## config.mk

```make
export PLATFORM = sky130hd
export DESIGN_NAME = cc_cv_pid_duty_controller
export DESIGN_NICKNAME = d
export VERILOG_FILES = /design/src/rtl/ccpd_pkg.sv /design/src/rtl/cc_cv_pid_duty_controller.sv
export VERILOG_INCLUDE_DIRS = /design/src /design/src/rtl
export SDC_FILE = /design/constraint.sdc
export NUM_CORES = 2
export LEC_CHECK = 0
export ABC_AREA = 1
export BUFFER_PORTS_ARGS = -buffer_cell sky130_fd_sc_hd__buf_2
export CORE_MARGIN = 8
export CORE_UTILIZATION = 37
export CTS_CLUSTER_DIAMETER = 40
export DETAILED_ROUTE_END_ITERATION = 12
export GPL_ROUTABILITY_DRIVEN = 0
export SLEW_MARGIN = 10
export SYNTH_ARGS = -nofsm -noshare
export SYNTH_HDL_FRONTEND = slang
export SYNTH_SLANG_ARGS = --single-unit
```

## constraint.sdc

```tcl
create_clock -name aclk -period 34.7 [get_ports aclk]
set_input_delay 1.735 -clock aclk [delete_from_list [all_inputs] [get_ports aclk]]
set_output_delay 1.735 -clock aclk [all_outputs]
set_load 0.02 [all_outputs]
```

## src/rtl/cc_cv_pid_duty_controller_macros.svh

```systemverilog
// ----------------------------------------------------------------------------
// CC/CV PID duty controller assertion macros
// Concurrent check wrappers; empty when SYNTHESIS is defined.
// ----------------------------------------------------------------------------
`ifndef CC_CV_PID_DUTY_CONTROLLER_MACROS_SVH
`define CC_CV_PID_DUTY_CONTROLLER_MACROS_SVH

`ifndef SYNTHESIS

// check b in the same cycle as a
`define CCPD_ASSERT_SAME(lbl, clk, rstn, a, b, msg) \
    lbl: assert property (@(posedge clk) disable iff (!(rstn)) (a) |-> (b)) \
        else $error(msg);

// check b in the cycle after a
`define CCPD_ASSERT_NEXT(lbl, clk, rstn, a, b, msg) \
    lbl: assert property (@(posedge clk) disable iff (!(rstn)) (a) |=> (b)) \
        else $error(msg);

`else

`define CCPD_ASSERT_SAME(lbl, clk, rstn, a, b, msg)
`define CCPD_ASSERT_NEXT(lbl, clk, rstn, a, b, msg)

`endif

`endif

```

## src/rtl/ccpd_pkg.sv

```systemverilog
// ----------------------------------------------------------------------------
// CC/CV PID duty controller package
// Field widths, register indexes, accumulator type and saturating add.
// ----------------------------------------------------------------------------
package ccpd_pkg;

    localparam int GAIN_FRAC_BITS_DEF = 24;
    localparam int DUTY_BITS_DEF      = 9;

    localparam int ADC_W   = 12;
    localparam int THR_W   = 16;
    localparam int GAIN_W  = 32;
    localparam int DUTY_W  = 9;
    localparam int ERR_W   = 13;
    localparam int ACC_W   = 48;
    localparam int CFG_IDX_W = 3;
    localparam int CFG_DATA_W = 32;

    localparam int S_TDATA_W = 80;
    localparam int M_TDATA_W = 16;

    // millivolt conversion: round(code * 5000 / 4096)
    localparam int MV_SCALE   = 5000;
    localparam int MV_SHIFT   = 12;
    localparam int MV_PROD_W  = 25;
    localparam int MV_W       = MV_PROD_W - MV_SHIFT;

    typedef logic signed [ACC_W-1:0] acc_t;

    localparam acc_t ACC_MAX = {1'b0, {(ACC_W-1){1'b1}}};
    localparam acc_t ACC_MIN = {1'b1, {(ACC_W-1){1'b0}}};

    typedef enum logic [CFG_IDX_W-1:0] {
        REG_CV_GAIN_P   = 3'd0,
        REG_CV_GAIN_I   = 3'd1,
        REG_CV_GAIN_D   = 3'd2,
        REG_CC_GAIN_P   = 3'd3,
        REG_CC_GAIN_I   = 3'd4,
        REG_ERROR_LIMIT = 3'd5,
        REG_DUTY_MIN    = 3'd6,
        REG_DUTY_MAX    = 3'd7
    } cfg_reg_t;

    localparam logic [ADC_W-1:0]  ERROR_LIMIT_RST = 12'd4095;
    localparam logic [DUTY_W-1:0] DUTY_MIN_RST    = 9'd0;
    localparam logic [DUTY_W-1:0] DUTY_MAX_RST    = 9'd511;

    typedef struct packed {
        logic [THR_W-1:0] cv_threshold_mv;
        logic [ADC_W-1:0] avg_voltage_code;
        logic [ADC_W-1:0] current_target;
        logic [ADC_W-1:0] voltage_target;
        logic [ADC_W-1:0] current_sample;
        logic [ADC_W-1:0] voltage_sample;
        logic             restart;
    } tick_t;

    localparam int TICK_W = $bits(tick_t);

    function automatic acc_t sat_add(input acc_t a, input acc_t b);
        logic signed [ACC_W:0] s;
        s = {a[ACC_W-1], a} + {b[ACC_W-1], b};
        if (s[ACC_W] != s[ACC_W-1]) begin
            return s[ACC_W] ? ACC_MIN : ACC_MAX;
        end
        return s[ACC_W-1:0];
    endfunction

endpackage

```

## src/rtl/cc_cv_pid_duty_controller.sv

```systemverilog
// ----------------------------------------------------------------------------
// CC/CV PID duty controller
// One control tick per request on s_*, one duty result per tick on m_*. Each
// tick checks the CC-to-CV switch on the averaged voltage, then runs one PID
// update (voltage loop in CV, current loop in CC) with 48-bit saturating
// integrator and duty accumulator, and returns the clamped integer duty.
// A request lands in the input register at the accepting edge; once the result
// register is free or being read, the state update loads into it and m_tvalid
// rises. One request is taken every cycle; a result held by m_tready low drops
// s_tready once both registers are full. The user must write gains on cfg_*
// only while idle, which the block does not enforce; cfg_ready is always high.
// ----------------------------------------------------------------------------
`include "cc_cv_pid_duty_controller_macros.svh"

module cc_cv_pid_duty_controller
    import ccpd_pkg::*;
#(
    parameter int GAIN_FRAC_BITS = GAIN_FRAC_BITS_DEF,
    parameter int DUTY_BITS      = DUTY_BITS_DEF
) (
    input  logic                  aclk,
    input  logic                  aresetn,
    // configuration writes
    input  logic                  cfg_valid,
    output logic                  cfg_ready,
    input  logic [CFG_IDX_W-1:0]  cfg_index,
    input  logic [CFG_DATA_W-1:0] cfg_data,
    // tick requests
    input  logic                  s_tvalid,
    output logic                  s_tready,
    // restart, voltage_sample, current_sample, voltage_target,
    // current_target, avg_voltage_code, cv_threshold_mv (low bit up)
    input  logic [S_TDATA_W-1:0]  s_tdata,
    // duty results
    output logic                  m_tvalid,
    input  logic                  m_tready,
    // duty_level, in_cv_mode, switched_now (low bit up)
    output logic [M_TDATA_W-1:0]  m_tdata
);

    localparam logic [DUTY_W-1:0] DUTY_MASK = DUTY_W'((1 << DUTY_BITS) - 1);

    // configuration registers
    logic [GAIN_W-1:0] cv_gain_p_reg, cv_gain_i_reg, cv_gain_d_reg;
    logic [GAIN_W-1:0] cc_gain_p_reg, cc_gain_i_reg;
    logic [ADC_W-1:0]  error_limit_reg;
    logic [DUTY_W-1:0] duty_min_reg, duty_max_reg;

    // input stage
    logic  in_vld_reg, in_vld_next;
    tick_t in_reg;

    // loop state
    logic                    cv_flag_reg, cv_flag_next;
    acc_t                    integ_reg, integ_next;
    acc_t                    duty_acc_reg, duty_acc_next;
    logic signed [ERR_W-1:0] last_err_reg, last_err_next;

    // result stage
    logic              out_vld_reg, out_vld_next;
    logic [DUTY_W-1:0] duty_out_reg, duty_out_next;
    logic              cv_out_reg, cv_out_next;
    logic              sw_out_reg, sw_out_next;

    logic advance;
    logic s_fire;

    assign cfg_ready = 1'b1;
    assign advance   = in_vld_reg && (!out_vld_reg || m_tready);
    assign s_tready  = !in_vld_reg || advance;
    assign s_fire    = s_tvalid && s_tready;
    assign m_tvalid  = out_vld_reg;
    assign m_tdata   = {{(M_TDATA_W - DUTY_W - 2){1'b0}}, sw_out_reg, cv_out_reg, duty_out_reg};

    always_ff @(posedge aclk) begin
        if (!aresetn) begin
            cv_gain_p_reg   <= '0;
            cv_gain_i_reg   <= '0;
            cv_gain_d_reg   <= '0;
            cc_gain_p_reg   <= '0;
            cc_gain_i_reg   <= '0;
            error_limit_reg <= ERROR_LIMIT_RST;
            duty_min_reg    <= DUTY_MIN_RST;
            duty_max_reg    <= DUTY_MAX_RST;
        end else if (cfg_valid) begin
            case (cfg_reg_t'(cfg_index))
                REG_CV_GAIN_P:   cv_gain_p_reg   <= cfg_data;
                REG_CV_GAIN_I:   cv_gain_i_reg   <= cfg_data;
                REG_CV_GAIN_D:   cv_gain_d_reg   <= cfg_data;
                REG_CC_GAIN_P:   cc_gain_p_reg   <= cfg_data;
                REG_CC_GAIN_I:   cc_gain_i_reg   <= cfg_data;
                REG_ERROR_LIMIT: error_limit_reg <= cfg_data[ADC_W-1:0];
                REG_DUTY_MIN:    duty_min_reg    <= cfg_data[DUTY_W-1:0];
                REG_DUTY_MAX:    duty_max_reg    <= cfg_data[DUTY_W-1:0];
                default: begin
                end
            endcase
        end
    end

    always_comb begin
        in_vld_next = in_vld_reg;
        if (s_fire) begin
            in_vld_next = 1'b1;
        end else if (advance) begin
            in_vld_next = 1'b0;
        end
        out_vld_next = out_vld_reg;
        if (advance) begin
            out_vld_next = 1'b1;
        end else if (m_tready) begin
            out_vld_next = 1'b0;
        end
    end

    // one PID tick
    always_comb begin
        logic                    cv0;
        acc_t                    integ0, duty0;
        logic signed [ERR_W-1:0] last0;
        logic [MV_PROD_W-1:0]    mv_prod;
        logic [MV_W-1:0]         mv;
        logic                    sw;
        logic                    cv1;
        logic [GAIN_W-1:0]       kp, ki, kd;
        logic [ADC_W-1:0]        fb, sp;
        logic signed [ERR_W-1:0] diff, lim, e;
        logic signed [ERR_W:0]   dd;
        logic signed [GAIN_W+ERR_W+1:0] p_d;
        logic signed [GAIN_W+ERR_W:0]   p_i, p_p;
        acc_t                    integ1, duty1, inner, duty2, hi, lo;

        cv0    = in_reg.restart ? 1'b0 : cv_flag_reg;
        integ0 = in_reg.restart ? '0 : integ_reg;
        duty0  = in_reg.restart ? '0 : duty_acc_reg;
        last0  = in_reg.restart ? '0 : last_err_reg;

        mv_prod = MV_PROD_W'(in_reg.avg_voltage_code) * MV_PROD_W'(MV_SCALE)
                + MV_PROD_W'(1 << (MV_SHIFT - 1));
        mv  = mv_prod[MV_PROD_W-1:MV_SHIFT];
        sw  = !cv0 && (THR_W'(mv) > in_reg.cv_threshold_mv);
        cv1 = cv0 || sw;
        if (sw) begin
            integ0 = '0;
        end

        if (cv1) begin
            kp = cv_gain_p_reg;
            ki = cv_gain_i_reg;
            kd = cv_gain_d_reg;
            sp = in_reg.voltage_target;
            fb = in_reg.voltage_sample;
        end else begin
            kp = cc_gain_p_reg;
            ki = cc_gain_i_reg;
            kd = '0;
            sp = in_reg.current_target;
            fb = in_reg.current_sample;
        end

        diff = $signed({1'b0, sp}) - $signed({1'b0, fb});
        dd   = {diff[ERR_W-1], diff} - {last0[ERR_W-1], last0};
        lim  = $signed({1'b0, error_limit_reg});
        e    = diff;
        if (diff > lim) begin
            e = lim;
        end else if (diff < -lim) begin
            e = -lim;
        end

        p_d = $signed({1'b0, kd}) * dd;
        p_i = $signed({1'b0, ki}) * e;
        p_p = $signed({1'b0, kp}) * e;

        duty1  = sat_add(duty0, ACC_W'(p_d));
        integ1 = sat_add(integ0, ACC_W'(p_i));
        inner  = sat_add(ACC_W'(p_p), integ1);
        duty2  = sat_add(duty1, inner);

        hi = $signed(ACC_W'(duty_max_reg) << GAIN_FRAC_BITS);
        lo = $signed(ACC_W'(duty_min_reg) << GAIN_FRAC_BITS);
        if (duty2 >= hi) begin
            duty2 = hi;
        end else if (duty2 <= lo) begin
            duty2 = lo;
        end

        cv_flag_next  = cv1;
        integ_next    = integ1;
        duty_acc_next = duty2;
        last_err_next = e;
        duty_out_next = duty2[GAIN_FRAC_BITS +: DUTY_W] & DUTY_MASK;
        cv_out_next   = cv1;
        sw_out_next   = sw;
    end

    always_ff @(posedge aclk) begin
        if (!aresetn) begin
            in_vld_reg   <= 1'b0;
            out_vld_reg  <= 1'b0;
            cv_flag_reg  <= 1'b0;
            integ_reg    <= '0;
            duty_acc_reg <= '0;
            last_err_reg <= '0;
        end else begin
            in_vld_reg  <= in_vld_next;
            out_vld_reg <= out_vld_next;
            if (advance) begin
                cv_flag_reg  <= cv_flag_next;
                integ_reg    <= integ_next;
                duty_acc_reg <= duty_acc_next;
                last_err_reg <= last_err_next;
            end
        end
    end

    always_ff @(posedge aclk) begin
        if (s_fire) begin
            in_reg <= tick_t'(s_tdata[TICK_W-1:0]);
        end
        if (advance) begin
            duty_out_reg <= duty_out_next;
            cv_out_reg   <= cv_out_next;
            sw_out_reg   <= sw_out_next;
        end
    end

    `CCPD_ASSERT_SAME(a_switch_in_cv, aclk, aresetn,
        out_vld_reg && sw_out_reg, cv_out_reg, "switch reported outside CV mode")
    `CCPD_ASSERT_NEXT(a_hold_on_stall, aclk, aresetn, !advance,
        $stable(duty_acc_reg) && $stable(integ_reg) && $stable(cv_flag_reg),
        "loop state moved without a tick")
    `CCPD_ASSERT_NEXT(a_duty_in_range, aclk, aresetn,
        advance && (duty_min_reg <= duty_max_reg),
        (duty_acc_reg <= $signed(ACC_W'(duty_max_reg) << GAIN_FRAC_BITS)) &&
        (duty_acc_reg >= $signed(ACC_W'(duty_min_reg) << GAIN_FRAC_BITS)),
        "duty accumulator outside clamp")
    `CCPD_ASSERT_SAME(a_ready_when_free, aclk, aresetn,
        !in_vld_reg || !out_vld_reg, s_tready, "input stalled with free space")

endmodule
```

# After elaboration in Yosys (flattened, before gate mapping)
# Index checks and enable logic that the tools add are counted.
[totals] register_bits=390
[classes] eq_ne=11 mul=4 reduce_logical=20 muxes=34 magnitude_cmp=5 n_addsub=8
[op_table] op="two-way mux 48 bit" n=17
[op_table] op="two-way mux 32 bit" n=3
[op_table] op="multiplier 33 x 13 -> 46 bit" n=2
[op_table] op="adder 46 x 48 -> 49 bit" n=1
[op_table] op="adder 48 x 46 -> 49 bit" n=1
[op_table] op="adder 48 x 47 -> 49 bit" n=1
[op_table] op="adder 48 x 48 -> 49 bit" n=1
[op_table] op=">= comparator 48 x 34 -> 1 bit" n=1
[op_table] op="less-or-equal comparator 48 x 34 -> 1 bit" n=1
[op_table] op="multiplier 33 x 14 -> 47 bit" n=1
[op_table] op="two-way mux 13 bit" n=3
[op_table] op="adder 25 x 12 -> 25 bit, second input constant" n=1
[op_table] op="two-way mux 12 bit" n=2
[op_table] op="multiplier 12 x 10 -> 22 bit, second input constant" n=1
[op_table] op="greater-than comparator 13 x 16 -> 1 bit" n=1
[op_table] op="AND reduction 2 bit" n=8
[op_table] op="subtractor 13 x 13 -> 14 bit" n=1
[op_table] op="greater-than comparator 13 bit" n=1
[op_table] op="less-than comparator 13 bit" n=1
[op_table] op="negator 12 -> 13 bit" n=1
[op_table] op="subtractor 12 x 12 -> 13 bit" n=1
[op_table] op="== test 3 bit, second input constant" n=4
[op_table] op="two-way mux 1 bit" n=9
[op_table] op="== test 3 x 2 -> 1 bit, second input constant" n=2
[op_table] op="7 further kinds" n=17

# Logic depth before layout (Yosys ltp)
[logic_depth] word_depth=26 depth_mapped=153

# Worst setup path after synthesis
# No wires, ideal clock.
[synth_timing] kind="register to register" start="register in_reg[53] in the netlist's numbering" end="register duty_acc_reg[21]" period_less_slack_ps=24716 path_buffers=11 slack_ps=9984 arrival_time_ps=24646 stages_incl_launch_ff=140 required_time_ps=34629 cell_sequence="edfxtp_1 > inv_1 > fa_1 > inv_1 > ha_1 > inv_1 > fa_1 > inv_1 > ha_1 > inv_1 > fa_1 > inv_1 > ha_1 > nand2_1 > nor3_1 > a21oi_1 > or2_2 > nand2_1 > (+104 left out) > nand2_2 > nand2_4 > buf_2 > buf_1 > a21oi_1 > ha_1 > inv_1 > nor2_1 > nor2_1 > o21a_1 > o211ai_1 > nand3_2 > a21oi_4 > nand2_4 > inv_4 > buf_6 > nand3b_1 > a21oi_1"
[synth_via] elab_chain_cells=26
[synth_lines] element="start: declaration" line="cc_cv_pid_duty_controller.sv:51" rtl="tick_t in_reg;"
[synth_lines] element="start signal: assignment" line="cc_cv_pid_duty_controller.sv:219" rtl="in_reg <= tick_t'(s_tdata[TICK_W-1:0]);"
[synth_lines] element="multiplier 12 x 10 -> 22 bit (*)" line="cc_cv_pid_duty_controller.sv:138" rtl="mv_prod = MV_PROD_W'(in_reg.avg_voltage_code) * MV_PROD_W'(MV_SCALE)"
[synth_lines] element="adder 25 x 12 -> 25 bit (*)" line="cc_cv_pid_duty_controller.sv:139" rtl="+ MV_PROD_W'(1 << (MV_SHIFT - 1));"
[synth_lines] element="greater-than comparator 13 x 16 -> 1 bit (*)" line="cc_cv_pid_duty_controller.sv:141" rtl="sw = !cv0 && (THR_W'(mv) > in_reg.cv_threshold_mv);"
[synth_lines] element="logical AND 1 bit (*)" line="cc_cv_pid_duty_controller.sv:141"
[synth_lines] element="logical OR 1 bit" line="cc_cv_pid_duty_controller.sv:142" rtl="cv1 = cv0 || sw;"
[synth_lines] element="two-way mux 12 bit" line="cc_cv_pid_duty_controller.sv:147" rtl="if (cv1) begin"
[synth_lines] element="subtractor 12 x 12 -> 13 bit" line="cc_cv_pid_duty_controller.sv:161" rtl="diff = $signed({1'b0, sp}) - $signed({1'b0, fb});"
[synth_lines] element="less-than comparator 13 bit" line="cc_cv_pid_duty_controller.sv:167" rtl="end else if (diff < -lim) begin"
[synth_lines] element="(+7 left out)"
[synth_lines] element="named net integ_next[12]" line="cc_cv_pid_duty_controller.sv:55" rtl="acc_t integ_reg, integ_next;"
[synth_lines] element="(+3 left out)"
[synth_lines] element="two-way mux 48 bit (*)" line="ccpd_pkg.sv:66" rtl="return s[ACC_W-1:0];"
[synth_lines] element="adder 48 x 48 -> 49 bit (*)" line="ccpd_pkg.sv:62" rtl="s = {a[ACC_W-1], a} + {b[ACC_W-1], b};"
[synth_lines] element="two-way mux 48 bit or != test 1 bit (tied branches)" line="ccpd_pkg.sv:64, ccpd_pkg.sv:63"
[synth_lines] element="two-way mux 48 bit or two-way mux 1 bit (tied branches)" line="ccpd_pkg.sv:63" rtl="if (s[ACC_W] != s[ACC_W-1]) begin"
[synth_lines] element="two-way mux 48 bit (*)" line="ccpd_pkg.sv:66"
[synth_lines] element="less-or-equal comparator 48 x 34 -> 1 bit" line="cc_cv_pid_duty_controller.sv:184" rtl="end else if (duty2 <= lo) begin"
[synth_lines] element="two-way mux 48 bit" line="cc_cv_pid_duty_controller.sv:184"
[synth_lines] element="two-way mux 48 bit (*)" line="cc_cv_pid_duty_controller.sv:182" rtl="if (duty2 >= hi) begin"
[synth_lines] element="end signal: assignment" line="cc_cv_pid_duty_controller.sv:211" rtl="duty_acc_reg <= duty_acc_next;"
[synth_lines] element="end: declaration" line="cc_cv_pid_duty_controller.sv:56" rtl="acc_t duty_acc_reg, duty_acc_next;"
# The timed path passes the listed nets; every way through them passes the cells marked *. The select of a mux whose other input is x is not followed.
# A chain may end at the register's enable or synchronous reset.

# Worst setup path after layout
[layout_timing] start="register in_reg[54] in the netlist's numbering" end="register duty_acc_reg[10]"
# Same word-level chain as after synthesis.

==> results.txt <==
----------------------------------------------------
[Global routing]
  Via count of the first global-routing pass ... about 63,000
  Initial antenna violation count ... 16
  Layer with the highest usage ... met2
  Global-route total usage across every layer ... between 20% and 30%
  Maximum number of pins on one net before global-route repair ... 90
  GR Layer Usage met2 ... approximately 35%
  GR Layer Usage met1 ... ~28%
  Routing usage on met3 ... under 10%
  Final global-route overflow total ... 0
  Wire length of the first global-routing pass ... around 360 mm

[Clocking]
  Cts-stage hold buffer count ... 0
  Number of buffers created by CTS ... 78
  Worst skew pair latency ... around 0.73 ns
  Number of sinks driven by the clock tree ... 390
  Setup repair bufs after CTS ... 0
  CTS resizes ... 0
  Root Buffer ... sky130_fd_sc_hd__clkbuf_16
  CTS clock-pin slew for the worst setup and hold paths ... around 0.05 ns
  H-Tree Level Count ... 3
  Clock buffer depth ... 3
  Clock tree from TritonCTS ... yes

[Setup path]
  Register-to-register setup slack ... around 2.3 ns
  Slowest cell on crit path ... sky130_fd_sc_hd__nor2_2
  Crit path to ... duty_acc_reg[10]$_SDFFE_PN0P_
  Endpoint class of the critical path ... flip-flop
  Worst-path maximum fanout ... 70
  Crit Path Class ... reg -> reg
  Number of buffer and inverter instances along the worst setup path ... 27
  Start point of the critical path ... in_reg[54]$_DFFE_PP_
  R2R Path End ... duty_acc_reg[10]$_SDFFE_PN0P_
  Largest incremental delay on the critical path ... between 1 and 1.5 ns
  Crit path required time ... approximately 35 ns
  Arrival time at the worst endpoint ... approximately 33 ns
  Worst path depth ... around 130
  Worst Reg2Reg Path Length in Cells ... between 100 and 150
  Delay-heaviest family, CP ... adder cells
  Crit path launch type ... flip-flop
  Startpoint of the worst register-to-register path ... in_reg[54]$_DFFE_PP_

[Floorplanning]
  I/O pin count ... ~140
  CORE AREA ... between 150,000 and 200,000 µm²
  Effective utilization at floorplan ... between 30 and 40%
  Die Span X ... 452 µm
  Number of standard-cell rows in the floorplan ... 160
  Die span in y ... roughly 450 µm
  Floorplan die area ... between 200,000 and 250,000 µm²

[Place]
  HPWL after detailed placement ... 182 mm
  Quantity of I/O buffers inserted on ports ... 129
  Instance count after placement with tap cells included ... approximately 12,000
  Post-Place Setup Slack ... about 2.9 ns

[Routing]
  Final WL ... between 200 and 250 mm
  Antenna viol nets, final ... 0
  Detailed Route Iter0 Violations ... 4,789
  Number of vias per cell after detailed routing ... between 5 and 6
  Average routed wire per standard cell ... 18.8 µm
  DRC viols ... 0
  Number of detailed-routing iterations run before antenna repair ... 6
  Via total after detailed routing ... 60,200

[Timing]
  Final Max Slew Viols ... 0
  Final setup vio count ... 0
  Setup repair after global routing missed its margin ... no
  Smallest setup slack after layout ... roughly 2.3 ns
  Final worst-path cycle share ... 93.3%
  Total count of hold-check failures in the final report ... 0
  Transition time of the tightest slew-check pin ... 1.23 ns
  Max-slew headroom ... between 10% and 20%
  Upper clock frequency limit ... roughly 30 MHz
  Maximum clock skew at final layout ... 0.0583 ns
  Aggregate negative setup slack ... 0 ns
  Minimum clock period after layout ... 32.37 ns

[Yosys]
  Flip-flop and latch count after synthesis ... slightly below 400
  Post-synthesis area per instance ... between 7 and 8 µm²
  Synthesis warning total ... 0
  Share of synthesized area occupied by flip-flops and latches ... about an eighth
  Post-Synthesis Cell Area ... roughly 70,000 µm²
  Synthesized instance count ... approximately 9,300
  Number of distinct standard cells referenced by the synthesized netlist ... 58
  Proportion of register bits with asynchronous set or reset after synthesis ... 0%
  Number of enable-type register cells in the synthesized netlist ... between 80 and 90
  Top_reg_cell synth ... sky130_fd_sc_hd__dfxtp_1

[Run]
  Max Cap Violations ... 0

[Worst hold path]
  Class of the worst hold path ... reg -> reg
  Launch point of the worst hold path ... duty_acc_reg[44]$_SDFFE_PN0P_

[Finish]
  Fraction of layout cells with a size suffix above 1 ... around 5.0%
  Net total in the final layout ... about 11,000
  Number of filler instances in the final layout ... a little under 20,000
  Register cell area after layout ... between 8000 and 9000 µm²
  Post-synthesis to final-layout area growth ... 8.75%
  Final non-filler cell total ... 11,900
  Max FFs per register ... 77
  Multi-input gate area ... 52,500 µm²

[Status]
  Status ... completed

----------------------------------------------------
synthesized netlist by cell type, types with 47 or more instances:
master	instances	area, µm²
sky130_fd_sc_hd__inv_1	2091	7850
sky130_fd_sc_hd__nand2_1	1899	7130
sky130_fd_sc_hd__fa_1	1176	23500
sky130_fd_sc_hd__nor2_1	1051	3950
sky130_fd_sc_hd__ha_1	611	7640
sky130_fd_sc_hd__a21oi_1	521	2610
sky130_fd_sc_hd__o21ai_0	402	2010
sky130_fd_sc_hd__dfxtp_1	302	6050
sky130_fd_sc_hd__clkbuf_1	231	867
sky130_fd_sc_hd__nand3_1	178	891
sky130_fd_sc_hd__xor2_1	119	1040
sky130_fd_sc_hd__xnor2_1	93	815
sky130_fd_sc_hd__edfxtp_1	88	2640
sky130_fd_sc_hd__o21ai_1	67	335
sky130_fd_sc_hd__buf_2	49	245
sky130_fd_sc_hd__nor3_1	47	235
metrics by stage:
step           instance area [µm²]  utilization, %  hold slack, ns
5_1_grt                      76600            40.4           0.462
2_1_floorplan                70400               -           0.419
4_1_cts                      76500            40.4           0.439
6_report                     76600            40.4           0.435
3_3_place_gp                 73800            38.9           0.429
3_5_place_dp                 73800            38.9           0.429
logic make-up after synthesis:
logic type	synth area share, %
AO/OA/AOI/OAI	8.67
XOR/XNOR	2.64
adder cells (fa/ha/maj)	44.3
buffers and inverters	13.3
flip-flops	12.3
multiplexers	0.156
other	0.0107
AND/OR/NAND/NOR	18.6
cell usage in the layout, fill, tap and decap left out, drive strengths merged, types with 9 or more instances in the layout:
master,n
nand2,1917
o21bai,14
buf,233
edfxtp,88
nand3,182
ha,611
nor4,9
mux2i,11
dfxtp,302
nor2,1073
clkinvlp,11
nand3b,22
clkinv,61
clkbuf,86
or2,9
a21oi,525
xnor2,93
inv,2127
nand4,34
a21o,16
o21a,21
xor2,119
a31oi,34
diode,15
nor3,48
fa,1176
o211ai,32
o21ai,469
how the worst min path moves through the flow:
| stage | endpoint | slack, ns | depth (start not counted) |
|---|---|---|---|
| 6_report | duty_acc_reg[44]$_SDFFE_PN0P_ | 0.44 | 2 |
| 5_1_grt | duty_acc_reg[40]$_SDFFE_PN0P_ | 0.46 | 2 |
| 4_1_cts | duty_acc_reg[44]$_SDFFE_PN0P_ | 0.44 | 2 |
| 3_5_place_dp | duty_acc_reg[44]$_SDFFE_PN0P_ | 0.43 | 2 |
| 3_3_place_gp | duty_acc_reg[47]$_SDFFE_PN0P_ | 0.43 | 2 |
| 2_1_floorplan | duty_acc_reg[35]$_SDFFE_PN0P_ | 0.42 | 2 |
final cells by class:
class | count | area share, %
timing repair buffer | 233 | 1.87
inverter | 2145 | 10.5
antenna | 15 | 0.0490
tap | 2511 | 4.10
sequential | 390 | 11.3
clock inverter | 58 | 0.871
clock buffer | 86 | 2.67
multi-input combinational | 6469 | 68.6
routing by layer:
metal,vias up,part of all wire (%)
met5,-,0.045
met4,16,6.8
met3,525,7.9
met2,2192,45
met1,29500,40
li1,28000,-
worst register-to-register path: cells and delay by family, from the launching register on:
kind                       cells  cell delay [ns]
adders and majority gates     25            10.19
buffers and inverters         27             5.40
AOI/OAI and AO/OA             25             5.79
DFF                            1             0.41
xor gates and xnor gates       4             1.08
and+or+nand+nor               52             9.40
Power is left out: the tool's default activity adds up to more than one toggle a clock period on the data nets, which glitch-free logic cannot reach.
